`src/rtps_pkg.sv`:
```
// Package for the root table pointer scanner: field widths, signature table,
// transfer payload structs and the cell chain structs.
// No dependencies.
package rtps_pkg;

    localparam int ADDR_BITS      = 20;
    localparam int BASE_BITS      = ADDR_BITS - 4;
    localparam int OFF_BITS       = 6;
    localparam int DEFAULT_SLOTS  = 3;

    localparam logic [OFF_BITS-1:0] SIG_LEN    = 6'd8;
    localparam logic [OFF_BITS-1:0] REV_OFFSET = 6'd15;
    localparam logic [OFF_BITS-1:0] SHORT_LEN  = 6'd20;
    localparam logic [OFF_BITS-1:0] LONG_LEN   = 6'd36;
    localparam logic [7:0]          EXT_REV    = 8'd2;

    localparam logic [1:0] VER_NONE  = 2'd0;
    localparam logic [1:0] VER_SHORT = 2'd1;
    localparam logic [1:0] VER_LONG  = 2'd2;

    typedef struct packed {
        logic [7:0]           data_byte;
        logic [ADDR_BITS-1:0] byte_address;
        logic                 start_of_scan;
        logic                 end_of_scan;
    } byte_item_t;

    typedef struct packed {
        logic                 found;
        logic [ADDR_BITS-1:0] table_address;
        logic [1:0]           acpi_version;
    } result_item_t;

    // Common inputs seen by every cell.
    typedef struct packed {
        logic                 accept;
        logic                 scan_en;
        logic                 drop;
        logic [7:0]           data_byte;
        logic [BASE_BITS-1:0] open_base;
    } cell_ctl_t;

    // Best completed candidate, handed along the chain.
    typedef struct packed {
        logic                 hit;
        logic [OFF_BITS-1:0]  offset;
        logic [BASE_BITS-1:0] base;
        logic                 extended;
    } win_t;

    // "RSD PTR "
    function automatic logic [7:0] sig_byte(input logic [2:0] idx);
        logic [7:0] b;
        unique case (idx)
            3'd0:    b = 8'h52;
            3'd1:    b = 8'h53;
            3'd2:    b = 8'h44;
            3'd3:    b = 8'h20;
            3'd4:    b = 8'h50;
            3'd5:    b = 8'h54;
            3'd6:    b = 8'h52;
            default: b = 8'h20;
        endcase
        return b;
    endfunction

endpackage

```
`src/rtps_cell.sv`:
```
// One candidate slot of the scanner chain: signature check, running sum,
// length tracking, free-slot claim and winner selection passed to the neighbor.
// Depends on rtps_pkg.
module rtps_cell (
    input  logic               clk,
    input  logic               rst_n,
    input  rtps_pkg::cell_ctl_t ctl,
    input  logic               flush,
    input  logic               claim_in,
    output logic               claim_out,
    input  rtps_pkg::win_t     win_in,
    output rtps_pkg::win_t     win_out
);
    import rtps_pkg::*;

    logic                 active_reg, active_next;
    logic [BASE_BITS-1:0] base_reg, base_next;
    logic [OFF_BITS-1:0]  offset_reg, offset_next;
    logic [7:0]           sum_reg, sum_next;
    logic                 ext_reg, ext_next;

    logic                 live;
    logic                 sig_ok;
    logic [7:0]           fed_sum;
    logic                 fed_ext;
    logic [OFF_BITS-1:0]  fed_off;
    logic                 fed_done;
    logic                 fed_active;
    logic                 hit;
    logic                 take;

    always_comb
    begin
        live     = active_reg && !ctl.drop && ctl.scan_en;
        sig_ok   = (offset_reg >= SIG_LEN) || (ctl.data_byte == sig_byte(offset_reg[2:0]));
        fed_sum  = sum_reg + ctl.data_byte;
        fed_ext  = (offset_reg == REV_OFFSET) ? (ctl.data_byte == EXT_REV) : ext_reg;
        fed_off  = offset_reg + 6'd1;
        fed_done = fed_off >= (fed_ext ? LONG_LEN : SHORT_LEN);
        fed_active = live && sig_ok && !fed_done;
        hit      = live && sig_ok && fed_done && (fed_sum == 8'd0);

        take      = claim_in && ctl.scan_en && !fed_active;
        claim_out = claim_in && !take;

        if (hit && (!win_in.hit || offset_reg > win_in.offset))
        begin
            win_out.hit      = 1'b1;
            win_out.offset   = offset_reg;
            win_out.base     = base_reg;
            win_out.extended = fed_ext;
        end
        else
        begin
            win_out = win_in;
        end
    end

    always_comb
    begin
        active_next = active_reg;
        base_next   = base_reg;
        offset_next = offset_reg;
        sum_next    = sum_reg;
        ext_next    = ext_reg;
        if (ctl.accept)
        begin
            if (take)
            begin
                active_next = (ctl.data_byte == sig_byte(3'd0));
                base_next   = ctl.open_base;
                offset_next = 6'd1;
                sum_next    = ctl.data_byte;
                ext_next    = 1'b0;
            end
            else
            begin
                active_next = fed_active;
                if (live)
                begin
                    offset_next = fed_off;
                    sum_next    = fed_sum;
                    ext_next    = fed_ext;
                end
            end
            if (flush || (!ctl.scan_en && ctl.drop))
            begin
                active_next = 1'b0;
            end
        end
    end

    always_ff @(posedge clk or negedge rst_n)
    begin
        if (!rst_n)
        begin
            active_reg <= 1'b0;
        end
        else
        begin
            active_reg <= active_next;
        end
    end

    always_ff @(posedge clk)
    begin
        base_reg   <= base_next;
        offset_reg <= offset_next;
        sum_reg    <= sum_next;
        ext_reg    <= ext_next;
    end

endmodule

```
`src/root_table_pointer_scanner.sv`:
```
// Top level of the root table pointer scanner: input transfer control, scan
// state, the row of candidate cells and a two-entry result queue.
// Depends on rtps_pkg and rtps_cell.
//
// Usage: the feeder sends one memory byte per transfer on the byte channel
// (byte_valid / byte_stall / byte_item) with its address and scan markers.
// Every 16-byte-aligned byte opens a candidate in a free cell; candidates that
// spell "RSD PTR " and checksum to zero over 20 or 36 bytes complete.
// The first completed candidate (lowest address on ties) gives one result
// transfer on the result channel (result_valid / result_stall / result_item);
// a scan marked ended without a match gives one not-found result.
// Throughput: one byte per cycle while byte_stall is low; all cells update in
// parallel in the same cycle, so the cell chain itself never holds a byte.
// Latency: with the queue empty, a result shows on the cycle after its byte.
// The result queue holds two entries; byte_stall rises only when both are
// full, so bytes keep flowing while one result waits on a stalled receiver.
// Reset clears all candidates, the done flag, the previous address and the
// queue; the first scan needs no start marker.
module root_table_pointer_scanner #(
    parameter int CANDIDATE_SLOTS = rtps_pkg::DEFAULT_SLOTS
) (
    input  logic                  clk,
    input  logic                  rst_n,
    input  logic                  byte_valid,
    output logic                  byte_stall,
    input  rtps_pkg::byte_item_t  byte_item,
    output logic                  result_valid,
    input  logic                  result_stall,
    output rtps_pkg::result_item_t result_item
);
    import rtps_pkg::*;

    logic                 finished_reg, finished_next;
    logic [ADDR_BITS-1:0] prev_addr_reg, prev_addr_next;
    logic                 head_valid_reg, head_valid_next;
    logic                 skid_valid_reg, skid_valid_next;
    result_item_t         head_reg, head_next;
    result_item_t         skid_reg, skid_next;

    logic                 accept;
    logic                 flush;
    logic                 push;
    logic                 pop;
    result_item_t         new_result;
    cell_ctl_t            ctl;
    logic                 claim [CANDIDATE_SLOTS+1];
    win_t                 win   [CANDIDATE_SLOTS+1];

    assign byte_stall   = skid_valid_reg;
    assign accept       = byte_valid && !byte_stall;
    assign result_valid = head_valid_reg;
    assign result_item  = head_reg;
    assign pop          = head_valid_reg && !result_stall;

    always_comb
    begin
        ctl.accept    = accept;
        ctl.scan_en   = byte_item.start_of_scan || !finished_reg;
        ctl.drop      = byte_item.start_of_scan ||
                        (byte_item.byte_address != (prev_addr_reg + ADDR_BITS'(1)));
        ctl.data_byte = byte_item.data_byte;
        ctl.open_base = byte_item.byte_address[ADDR_BITS-1:4];
    end

    assign flush = ctl.scan_en && (win[CANDIDATE_SLOTS].hit || byte_item.end_of_scan);

    assign claim[0] = (byte_item.byte_address[3:0] == 4'd0);
    assign win[0]   = '0;

    genvar g;
    generate
        for (g = 0; g < CANDIDATE_SLOTS; g++)
        begin : g_cell
            rtps_cell u_cell (
                .clk       (clk),
                .rst_n     (rst_n),
                .ctl       (ctl),
                .flush     (flush),
                .claim_in  (claim[g]),
                .claim_out (claim[g+1]),
                .win_in    (win[g]),
                .win_out   (win[g+1])
            );
        end
    endgenerate

    always_comb
    begin
        push = accept && flush;
        new_result.found = win[CANDIDATE_SLOTS].hit;
        if (win[CANDIDATE_SLOTS].hit)
        begin
            new_result.table_address = {win[CANDIDATE_SLOTS].base, 4'd0};
            new_result.acpi_version  = win[CANDIDATE_SLOTS].extended ? VER_LONG : VER_SHORT;
        end
        else
        begin
            new_result.table_address = '0;
            new_result.acpi_version  = VER_NONE;
        end

        finished_next  = finished_reg;
        prev_addr_next = prev_addr_reg;
        if (accept)
        begin
            prev_addr_next = byte_item.byte_address;
            if (flush)
            begin
                finished_next = 1'b1;
            end
            else if (byte_item.start_of_scan)
            begin
                finished_next = 1'b0;
            end
        end

        head_valid_next = head_valid_reg;
        skid_valid_next = skid_valid_reg;
        head_next       = head_reg;
        skid_next       = skid_reg;
        if (!head_valid_reg || pop)
        begin
            if (skid_valid_reg)
            begin
                head_next       = skid_reg;
                head_valid_next = 1'b1;
                skid_next       = new_result;
                skid_valid_next = push;
            end
            else
            begin
                head_next       = new_result;
                head_valid_next = push;
                skid_valid_next = 1'b0;
            end
        end
        else if (push)
        begin
            skid_next       = new_result;
            skid_valid_next = 1'b1;
        end
    end

    always_ff @(posedge clk or negedge rst_n)
    begin
        if (!rst_n)
        begin
            finished_reg   <= 1'b0;
            prev_addr_reg  <= '0;
            head_valid_reg <= 1'b0;
            skid_valid_reg <= 1'b0;
        end
        else
        begin
            finished_reg   <= finished_next;
            prev_addr_reg  <= prev_addr_next;
            head_valid_reg <= head_valid_next;
            skid_valid_reg <= skid_valid_next;
        end
    end

    always_ff @(posedge clk)
    begin
        head_reg <= head_next;
        skid_reg <= skid_next;
    end

endmodule

```
`config.mk`:
```
export PLATFORM = sky130hd
export DESIGN_NAME = root_table_pointer_scanner
export DESIGN_NICKNAME = d
export VERILOG_FILES = /design/src/rtps_pkg.sv /design/src/rtps_cell.sv /design/src/root_table_pointer_scanner.sv
export SDC_FILE = /design/constraint.sdc
export NUM_CORES = 1
export LEC_CHECK = 0
export BUFFER_PORTS_ARGS = -buffer_cell sky130_fd_sc_hd__buf_2
export CORE_UTILIZATION = 60
export CTS_CLUSTER_DIAMETER = 50
export DETAILED_ROUTE_END_ITERATION = 10
export PLACE_DENSITY_LB_ADDON = 0.12
export SETUP_SLACK_MARGIN = 0.02
export SLEW_MARGIN = 20
export SYNTH_ARGS = -nofsm -noshare
export SYNTH_HDL_FRONTEND = slang
export SYNTH_SLANG_ARGS = --single-unit
```
`constraint.sdc`:
```
create_clock -name clk -period 8.8 [get_ports clk]
set_clock_uncertainty 0.2 [all_clocks]
set_input_delay 1.76 -clock clk [delete_from_list [all_inputs] [get_ports clk]]
set_output_delay 1.76 -clock clk [all_outputs]
set_load 0.1 [all_outputs]
```
# Yosys cells after proc, flatten, opt, wreduce, memory -nomap -nowiden
# Index checks and enable logic that the tools add are counted.
[word_totals]
ff_bits = 165
romBits = 0
mem_count = 0
wordCells = 189
output_inout_bits = 25
latchBits = 0
input_bits = 34
mem_bits_rw = 0
[classes]
shifts = 0
n_reduce_logical = 82
n_addsub = 7
bitwise_logic = 0
n_lt_le_gt_ge = 8
n_mux = 42
eq_ne = 25
n_div = 0
n_mul = 0
[ops]
columns = ["operator", "n"]
rows = [
  ["7-bit case mux with 5 select lines", 3],
  ["23-bit two-way mux", 4],
  ["24-bit two-way mux", 3],
  ["8-bit two-way mux", 6],
  ["6-bit two-way mux", 6],
  ["1-bit logical AND", 33],
  ["3-bit == test, second input constant", 9],
  ["8-bit adder", 3],
  ["8-bit by 7-bit == test with 1-bit output", 3],
  ["8-bit zero test", 3],
  ["22-bit two-way mux", 1],
  ["20-bit by 1-bit adder with 20-bit output, second input constant", 1],
  ["20-bit != test", 1],
  ["6-bit by 1-bit adder with 6-bit output, second input constant", 3],
  ["6-bit by 4-bit == test with 1-bit output, second input constant", 3],
  ["6-bit by 4-bit >= comparator with 1-bit output, second input constant", 3],
  ["6-bit >= comparator", 3],
  ["1-bit two-way mux", 18],
  ["1-bit zero test", 16],
  ["2-bit AND reduction", 8],
  ["6-bit > comparator", 2],
  ["1-bit logical OR", 10],
  ["2-bit nonzero test", 5],
  ["3-bit by 1-bit == test with 1-bit output, second input constant", 3],
  ["8 further kinds", 14],
]

# Longest topological paths before layout
# Gate-level depths: netlist of run 1.
[logic_depth]
word_depth = 23
ltp_mapped = 36
ltp_nobuf = 32

# Cells and area by module
# Synthesis of run 1 repeated with hierarchy kept, for this count alone.
[hier_totals]
cells_unflattened = 860
area_unflattened_um2 = 10408.7
[by_module_without_submodules]
columns = ["mod", "instances", "seq_area_each_um2", "cells_each", "area_per_inst_um2"]
rows = [
  ["rtps_cell at g_cell[1].u_cell ...", 2, 955.9, 206, 2428.6],
  ["root_table_pointer_scanner", 1, 1716.6, 249, 3151.8],
  ["rtps_cell at g_cell[0].u_cell", 1, 955.9, 199, 2399.8],
]

# Worst setup path before layout of run 1
# OpenSTA, ideal clock, no wires.
[synth_path]
kind = "input to register"
from = "input port byte_item[29] (netlist bit)"
to = "register head_reg (netlist bit result_item[12]), data pin"
required_time_ns = 8.332
arrival_ns = 8.108
path_stages = 35
setup_time_ns = 0.268
path_slack_ns = 0.224
n_path_buf = 4
cell_sequence = "clkbuf_1 nor2_1 nand4_1 nor4_1 mux2i_1 ha_1 a21oi_1 nand3_1 a2bb2oi_1 nor4b_1 and4b_1 nor4bb_1 nand2_1 ha_1 nor2b_1 o21a_1 o21ai_0 a21oi_1 nor3_1 and4b_1 nor3_4 buf_6 nor2_1 a21oi_1 ha_1 a21o_1 a21oi_1 o21ai_0 o21ai_0 o21ai_0 and3_1 clkbuf_1 clkbuf_1 a221oi_1 o31ai_1"
[synth_via]
elab_chain_len = 17
word_cells_on_any_way = 44
cone_classes = "add/sub (3); order compare (5); eq/ne (4); mux (11); reduce/logical (21)"
[synth_rtl]
columns = ["item", "line_no", "source"]
rows = [
  ["start, declared", "root_table_pointer_scanner.sv:26", "input rtps_pkg::byte_item_t byte_item,"],
  ["8-bit by 2-bit == test with 1-bit output", "rtps_cell.sv:37", "fed_ext = (offset_reg == REV_OFFSET) ? (ctl.data_byte == EXT_REV) : ext_reg;"],
  ["1-bit two-way mux", "rtps_cell.sv:37", ""],
  ["6-bit two-way mux", "rtps_cell.sv:39", "fed_done = fed_off >= (fed_ext ? LONG_LEN : SHORT_LEN);"],
  ["6-bit >= comparator", "rtps_cell.sv:39", ""],
  ["1-bit logical AND (2 in series)", "rtps_cell.sv:41", "hit = live && sig_ok && fed_done && (fed_sum == 8'd0);"],
  ["24-bit two-way mux", "rtps_cell.sv:46", "if (hit && (!win_in.hit || offset_reg > win_in.offset))"],
  ["6-bit > comparator / 1-bit zero test (equally long branches)", "rtps_cell.sv:46", ""],
  ["1-bit logical OR", "rtps_cell.sv:46", ""],
  ["1-bit logical AND", "rtps_cell.sv:46", ""],
  ["24-bit two-way mux", "rtps_cell.sv:46", ""],
  ["6-bit > comparator / 1-bit zero test (equally long branches)", "rtps_cell.sv:46", ""],
  ["1-bit logical OR", "rtps_cell.sv:46", ""],
  ["1-bit logical AND", "rtps_cell.sv:46", ""],
  ["24-bit two-way mux *", "rtps_cell.sv:46", ""],
  ["22-bit two-way mux *", "root_table_pointer_scanner.sv:91", "if (win[CANDIDATE_SLOTS].hit)"],
  ["23-bit two-way mux *", "root_table_pointer_scanner.sv:123", "if (skid_valid_reg)"],
  ["end signal, assigned", "root_table_pointer_scanner.sv:164", "head_reg <= head_next;"],
  ["end, declared", "root_table_pointer_scanner.sv:37", "result_item_t head_reg, head_next;"],
]
# Every way passes the cells marked *; elsewhere a longest branch is shown, timed or not.
# A chain may end at the register's enable or synchronous reset.

# Final worst setup path of run 1
[layout_path]
from = "input port byte_item[22] (netlist bit)"
to = "register head_reg (netlist bit result_item[9]), data pin"
# Same word-level chain as after synthesis.

==> results of run 1 <==
==> cells in the mapped netlist (4+ instances only) <==
master and number:
nand2_1 146, edfxtp_1 131, nor2_1 60, ha_1 52, xnor2_1 40, o21ai_0 37
clkbuf_1 30, inv_1 30, a21oi_1 29, dfrtp_1 26, nor2b_1 26, nand3_1 22
o31ai_1 21, a221oi_1 20, xor2_1 20, a22oi_1 16, nor3_1 15, and2_1 13
nand4_1 13, a31oi_1 11, mux2_2 10, a211oi_1 9, o211ai_1 9, mux2i_1 8
nor4_1 8, o21a_1 8, o21ai_1 7, and3_1 6, nor4b_1 6, or2_2 6
or3b_2 6, buf_4 5, or3_1 5, a21o_1 4, and4_1 4, buf_2 4
buf_6 4, nand2b_1 4, o211a_1 4, o21ai_2 4
==> power by group <==
group	internal (mW)	switching, mW
Combinational	0.0749	0.177
Clock	0.407	0.339
Sequential	0.830	0.0245
==> per-layer routing <==
layer  vias up  routed length (µm)  GRT usage (%)  share of wire, %
met1      3657               11100           43.3                47
met3        34                1850           6.43               7.8
met2       283               10400           43.5                44
met5         -                  11              0             0.046
li1       3750                   -              -                 -
met4         2                 396           8.92               1.7
==> final cells by class <==
type | count | share of cell area [%]
clock buffers | 18 | 3.86
clock inverters | 14 | 1.44
inverters | 30 | 1.01
multi-input cells | 730 | 45.2
flip-flops and latches | 157 | 41.2
well taps | 216 | 2.43
repair buffers | 89 | 4.79
==> worst max-delay path: cells and delay by family <==
kind | cells | cell delay (ns)
AOI/OAI and AO/OA | 13 | 1.92
and+or+nand+nor | 11 | 2.45
buffers and inverters | 5 | 0.85
muxes | 1 | 0.18
adders and majority gates | 3 | 0.92
==> worst min path at each step <==
stage	start	endpoint	slack, ns	depth (start not counted)
after global placement	prev_addr_reg[19]$_DFFE_PN0P_	prev_addr_reg[19]$_DFFE_PN0P_	0.28	2
final	skid_reg[7]$_DFFE_PP_	result_item[7]$_DFFE_PP_	0.32	2
after detailed placement	prev_addr_reg[19]$_DFFE_PN0P_	prev_addr_reg[19]$_DFFE_PN0P_	0.31	2
after floorplan	prev_addr_reg[19]$_DFFE_PN0P_	prev_addr_reg[19]$_DFFE_PN0P_	0.27	2
after global routing	skid_reg[14]$_DFFE_PP_	result_item[14]$_DFFE_PP_	0.34	2
after CTS	prev_addr_reg[19]$_DFFE_PN0P_	prev_addr_reg[19]$_DFFE_PN0P_	0.32	2
==> repair_timing <==
action | in CTS | in global routing
endpoints found under the hold margin | 0 | 0
gates cloned | 1 | 0
gates resized for setup | 0 | 2
pin swaps | 1 | 1
buffers inserted | 0 | 3
setup endpoints to repair | 1 | 36
==> per-stage QoR <==
stage / instance area, µm² / util (%) / power [mW] / worst slack (ns) / hold WS (ns)
finish: 11100 / 69.5 / 1.85 / 0.680 / 0.323
global placement: 10500 / 65.5 / 1.12 / 0.0323 / 0.279
CTS: 11100 / 69.3 / 1.86 / 0.295 / 0.325
floorplan: 9910 / - / 1.05 / 0.224 / 0.267
global route: 11100 / 69.5 / 1.91 / 0.110 / 0.344
detailed placement: 10500 / 65.5 / 1.12 / -0.371 / 0.307
==> cells by family (layout without fill, tap and decap cells) <==
| family | Yosys count | in the layout | share of synthesized area [%] |
|---|---|---|---|
| xor+xnor | 61 | 61 | 5.54 |
| fa+ha+maj | 55 | 55 | 7.18 |
| compound gates | 222 | 222 | 16.3 |
| flops | 157 | 157 | 46.3 |
| buf+inv | 74 | 151 | 3.36 |
| simple gates | 369 | 370 | 19.3 |
| other cells | 1 | 4 | 0.0379 |
| mux | 18 | 18 | 1.95 |
==> impl_metrics.env, run 1 <==
export IMPL_outcome="complete, no violations"
export IMPL_antenna_left=0
export IMPL_r2r_slack_ns=1.40
export IMPL_worstSetupEndpoint="result_item[9]$_DFFE_PP_"
export IMPL_finalHoldViolCount=0
export IMPL_r2r_start="g_cell[0].u_cell.offset_reg[1]$_SDFFCE_PP0P_"
export IMPL_grt_setup_unrepaired="false"
export IMPL_gp_congestion=0.885
export IMPL_die_w_um=130
export IMPL_synth_seq_cells=157
export IMPL_fin_cells=1254
export IMPL_regArea_um2=4580
export IMPL_slowest_stage="and4b_1"
export IMPL_synth_top_flop_cell="edfxtp_1"
export IMPL_ys_warn_count=0
export IMPL_drive_gt1_share_pct=16.5
export IMPL_path_clk_slew_ns=0.07
export IMPL_cpPeakStageDelay_ns=0.44
export IMPL_final_fill_count=1243
export IMPL_period_minus_slack_ns=8.12
export IMPL_setup_viol=0
export IMPL_vias=7726
export IMPL_area_growth_pct=12.4
export IMPL_rows=46
export IMPL_drv_cap=0
export IMPL_finalWirelength_um=23800
export IMPL_viasPerCell=6.16
export IMPL_critPathArrivalTime_ns=8.10
export IMPL_r2r_end="result_item[9]$_DFFE_PP_"
export IMPL_yosysUniqueCellTypes=88
export IMPL_clock_sinks=157
export IMPL_syn_instance_count=957
export IMPL_relSlewSlack_pct=32.1
export IMPL_gr_total_overflow=0
export IMPL_fin_nets=1114
export IMPL_final_common_cell="nand2_1"
export IMPL_yosysTopAreaCellShare_pct=39.8
export IMPL_cp_common_cell="a21oi_1"
export IMPL_multi_input_area_um2=5030
export IMPL_wire_per_inst_um=19.0
export IMPL_clock_latency_ns=0.44
export IMPL_min_path_type="flop to flop"
export IMPL_diodes=0
export IMPL_grt_total_usage_pct=29.4
export IMPL_dp_hpwl_um=16900
export IMPL_worstSetupStartpointType="primary input"
export IMPL_cts_hold_buf=0
export IMPL_power_density_nw_per_um2=167
export IMPL_grt_max_degree=39
export IMPL_ys_top_cells_by_area="edfxtp_1, dfrtp_1, ha_1"
export IMPL_cp_max_fo=32
export IMPL_irDropWorstVdd_mv=0.143
export IMPL_drc=0
export IMPL_start_util_pct=61.8
export IMPL_most_common_layout_cells="nand2_1, edfxtp_1, nor2_1"
export IMPL_path_class="primary input to flop"
export IMPL_die_y_um=130
export IMPL_dpl_cell_count=1218
export IMPL_grt_pass1_vias=7121
export IMPL_cts_buffers=17
export IMPL_tns_ns=0
export IMPL_tightest_slew_ns=1.01
export IMPL_largest_reg_flops=48
export IMPL_dieArea_um2=17000
export IMPL_synth_edf_count=131
export IMPL_grt_pass1_wl_um=37700
export IMPL_core_area_um2=16000
export IMPL_fin_crit_sh_pct=92.3
export IMPL_reg2regPathDepth=32
export IMPL_num_io_pins=59
export IMPL_syn_area_um2=9900
export IMPL_cts_root_buf="clkbuf_16"
export IMPL_leakage_nw=4.18
export IMPL_avgSynthCellArea_um2=10.3
export IMPL_drtIter0Drc=718
export IMPL_endpoint_kind="flop"
export IMPL_antenna_found_initial=1
export IMPL_cts_tree="yes"
export IMPL_yosys_area_top_type="edfxtp_1"
export IMPL_async_flop_share_pct=16.6
export IMPL_report_final_slew_viol_count=0
export IMPL_htreeDepth=4
export IMPL_portBuffers=54
export IMPL_ys_seq_area_share_pct=46.3
export IMPL_critPathRequiredTime_ns=8.78
export IMPL_startpoint="byte_item[22]"
export IMPL_drtPass1Iterations=5
export IMPL_cts_buffer_depth=2
export IMPL_fmax_ghz=0.123
Note: power is estimated with default switching activity, not from simulation.
==> run 2, diff against run 1 <==
--- a/config.mk
+++ b/config.mk
@@ -7,9 +7,10 @@
 export LEC_CHECK = 0
 export BUFFER_PORTS_ARGS = -buffer_cell sky130_fd_sc_hd__buf_2
 export CORE_UTILIZATION = 60
+export CTS_BUF_LIST = sky130_fd_sc_hd__clkbuf_8
 export CTS_CLUSTER_DIAMETER = 50
 export DETAILED_ROUTE_END_ITERATION = 10
-export PLACE_DENSITY_LB_ADDON = 0.12
+export PLACE_DENSITY_LB_ADDON = 0.25
 export SETUP_SLACK_MARGIN = 0.02
 export SLEW_MARGIN = 20
 export SYNTH_ARGS = -nofsm -noshare
==> constraint.sdc (replaced) <==
create_clock -name clk -period 8.6 [get_ports clk]
set_clock_uncertainty 0.2 [all_clocks]
set_input_delay 1.72 -clock clk [delete_from_list [all_inputs] [get_ports clk]]
set_output_delay 1.72 -clock clk [all_outputs]
set_load 0.1 [all_outputs]
==> run 2 against run 1 <==
Net effect:
- global-route usage decreased by 0.63 points
- clock power shrank 29%
- critical path depth up 2
- core utilization shrank 0.56 points
- hold slack got worse by 0.0071 ns
- critical endpoint is now result_item[1]$_DFFE_PP_
==> impl_metrics.env, run 2 (synthesis gave the netlist of run 1 again) <==
export IMPL_finalHoldViolCount=0
export IMPL_path_class="primary input to flop"
export IMPL_relSlewSlack_pct=26.6
export IMPL_num_io_pins=59
export IMPL_cts_hold_buf=0
export IMPL_tightest_slew_ns=1.09
export IMPL_tns_ns=0
export IMPL_leakage_nw=4.15
export IMPL_vias=7919
export IMPL_grt_max_degree=40
export IMPL_endpoint_kind="flop"
export IMPL_final_common_cell="nand2_1"
export IMPL_drive_gt1_share_pct=17.7
export IMPL_cts_tree="yes"
export IMPL_power_density_nw_per_um2=151
export IMPL_drtIter0Drc=869
export IMPL_dieArea_um2=17000
export IMPL_slowest_stage="mux2_2"
export IMPL_gr_total_overflow=0
export IMPL_gp_congestion=0.942
export IMPL_start_util_pct=61.8
export IMPL_drv_cap=0
export IMPL_fin_total_pwr_mw=1.66
export IMPL_finalWirelength_um=23700
export IMPL_area_growth_pct=11.5
export IMPL_critPathRequiredTime_ns=8.63
export IMPL_most_common_layout_cells="nand2_1, edfxtp_1, nor2_1"
export IMPL_report_final_slew_viol_count=0
export IMPL_grt_pass1_wl_um=36900
export IMPL_cts_root_buf="clkbuf_8"
export IMPL_viasPerCell=6.23
export IMPL_core_area_um2=16000
export IMPL_antenna_left=0
export IMPL_clock_sinks=157
export IMPL_fin_crit_sh_pct=93.3
export IMPL_largest_reg_flops=48
export IMPL_drc=0
export IMPL_grt_setup_unrepaired="false"
export IMPL_setup_viol=0
export IMPL_dpl_cell_count=1236
export IMPL_wire_per_inst_um=18.6
export IMPL_cp_common_cell="o21ai_0"
export IMPL_cpPeakStageDelay_ns=0.38
export IMPL_grt_total_usage_pct=28.8
export IMPL_clock_latency_ns=0.47
export IMPL_cts_buffer_depth=2
export IMPL_outcome="complete, no violations"
export IMPL_die_y_um=130
export IMPL_die_w_um=130
export IMPL_irDropWorstVdd_mv=0.118
export IMPL_fin_cells=1271
export IMPL_worstSetupStartpointType="primary input"
export IMPL_rows=46
export IMPL_cts_buffers=17
export IMPL_htreeDepth=4
export IMPL_diodes=0
export IMPL_path_clk_slew_ns=0.09
export IMPL_min_path_type="flop to flop"
export IMPL_critPathArrivalTime_ns=8.05
export IMPL_dp_hpwl_um=17000
export IMPL_antenna_found_initial=0
export IMPL_period_minus_slack_ns=8.02
export IMPL_grt_pass1_vias=7186
export IMPL_fin_nets=1132
export IMPL_cp_max_fo=17
export IMPL_drtPass1Iterations=7
export IMPL_portBuffers=54
export IMPL_fmax_ghz=0.125
run 2: area by class of cell:
type | count | area, µm²
multi-input combinational | 730 | 5030
fill | 1289 | 4970
sequential | 157 | 4580
timing repair buffer | 107 | 668
tap | 216 | 270
clock buffer | 17 | 234
clock inverter | 14 | 131
inverter | 30 | 113
run 2: worst paths after layout:
check,startpoint,end,slack [ns],cells past startpoint
max in group asynchronous,rst_n,g_cell[2].u_cell.active_reg$_DFFE_PN0P_,6.65,1
worst min register to register,prev_addr_reg[19]$_DFFE_PN0P_,prev_addr_reg[19]$_DFFE_PN0P_,0.32,2
worst max register to register,g_cell[0].u_cell.offset_reg[1]$_SDFFCE_PP0P_,result_item[1]$_DFFE_PP_,1.13,33
worst max-delay path,byte_item[29],result_item[1]$_DFFE_PP_,0.58,35
min in group asynchronous,rst_n,result_valid$_DFFE_PN0P_,1.09,1
worst min-delay path,prev_addr_reg[19]$_DFFE_PN0P_,prev_addr_reg[19]$_DFFE_PN0P_,0.32,2
run 2: timing repair:
| action | in CTS | in global routing |
|---|---|---|
| buffers inserted | 0 | 3 |
| pin swaps | 0 | 1 |
| endpoints found under the setup margin | 16 | 36 |
| cloned | 0 | 1 |
| gates resized for setup | 1 | 2 |
run 2: power breakdown:
group          internal, mW  switching, mW  leakage, nW
clock network         0.232          0.294        0.185
logic                0.0799          0.181         2.42
registers             0.848         0.0248         1.54
run 2: layer usage:
| metal | track usage, % | share of wire (%) | vias up | wire [µm] |
|---|---|---|---|---|
| li1 | - | - | 3765 | - |
| met1 | 43.0 | 46 | 3802 | 10900 |
| met2 | 43.6 | 45 | 321 | 10800 |
| met3 | 4.56 | 7.1 | 31 | 1680 |
| met4 | 8.18 | 1.4 | 0 | 326 |
| met5 | 0 | 0 | - | 0 |
run 2: stage by stage:
step | hold slack (ns) | cell area, µm² | util (%) | worst slack, ns
floorplan | 0.267 | 9910 | - | 0.0639
global placement | 0.280 | 10600 | 66.4 | -0.223
detailed placement | 0.293 | 10600 | 66.4 | -0.604
CTS | 0.317 | 11000 | 68.7 | 0.153
global route | 0.344 | 11000 | 68.9 | 0.0204
finish | 0.316 | 11000 | 68.9 | 0.576
run 2: worst max-delay path: cells and delay by family:
family          cells  cell delay [ns]
fa+ha+maj           3             0.81
simple gates       14             2.75
mux                 2             0.49
compound gates     11             1.48
buf+inv             5             0.79
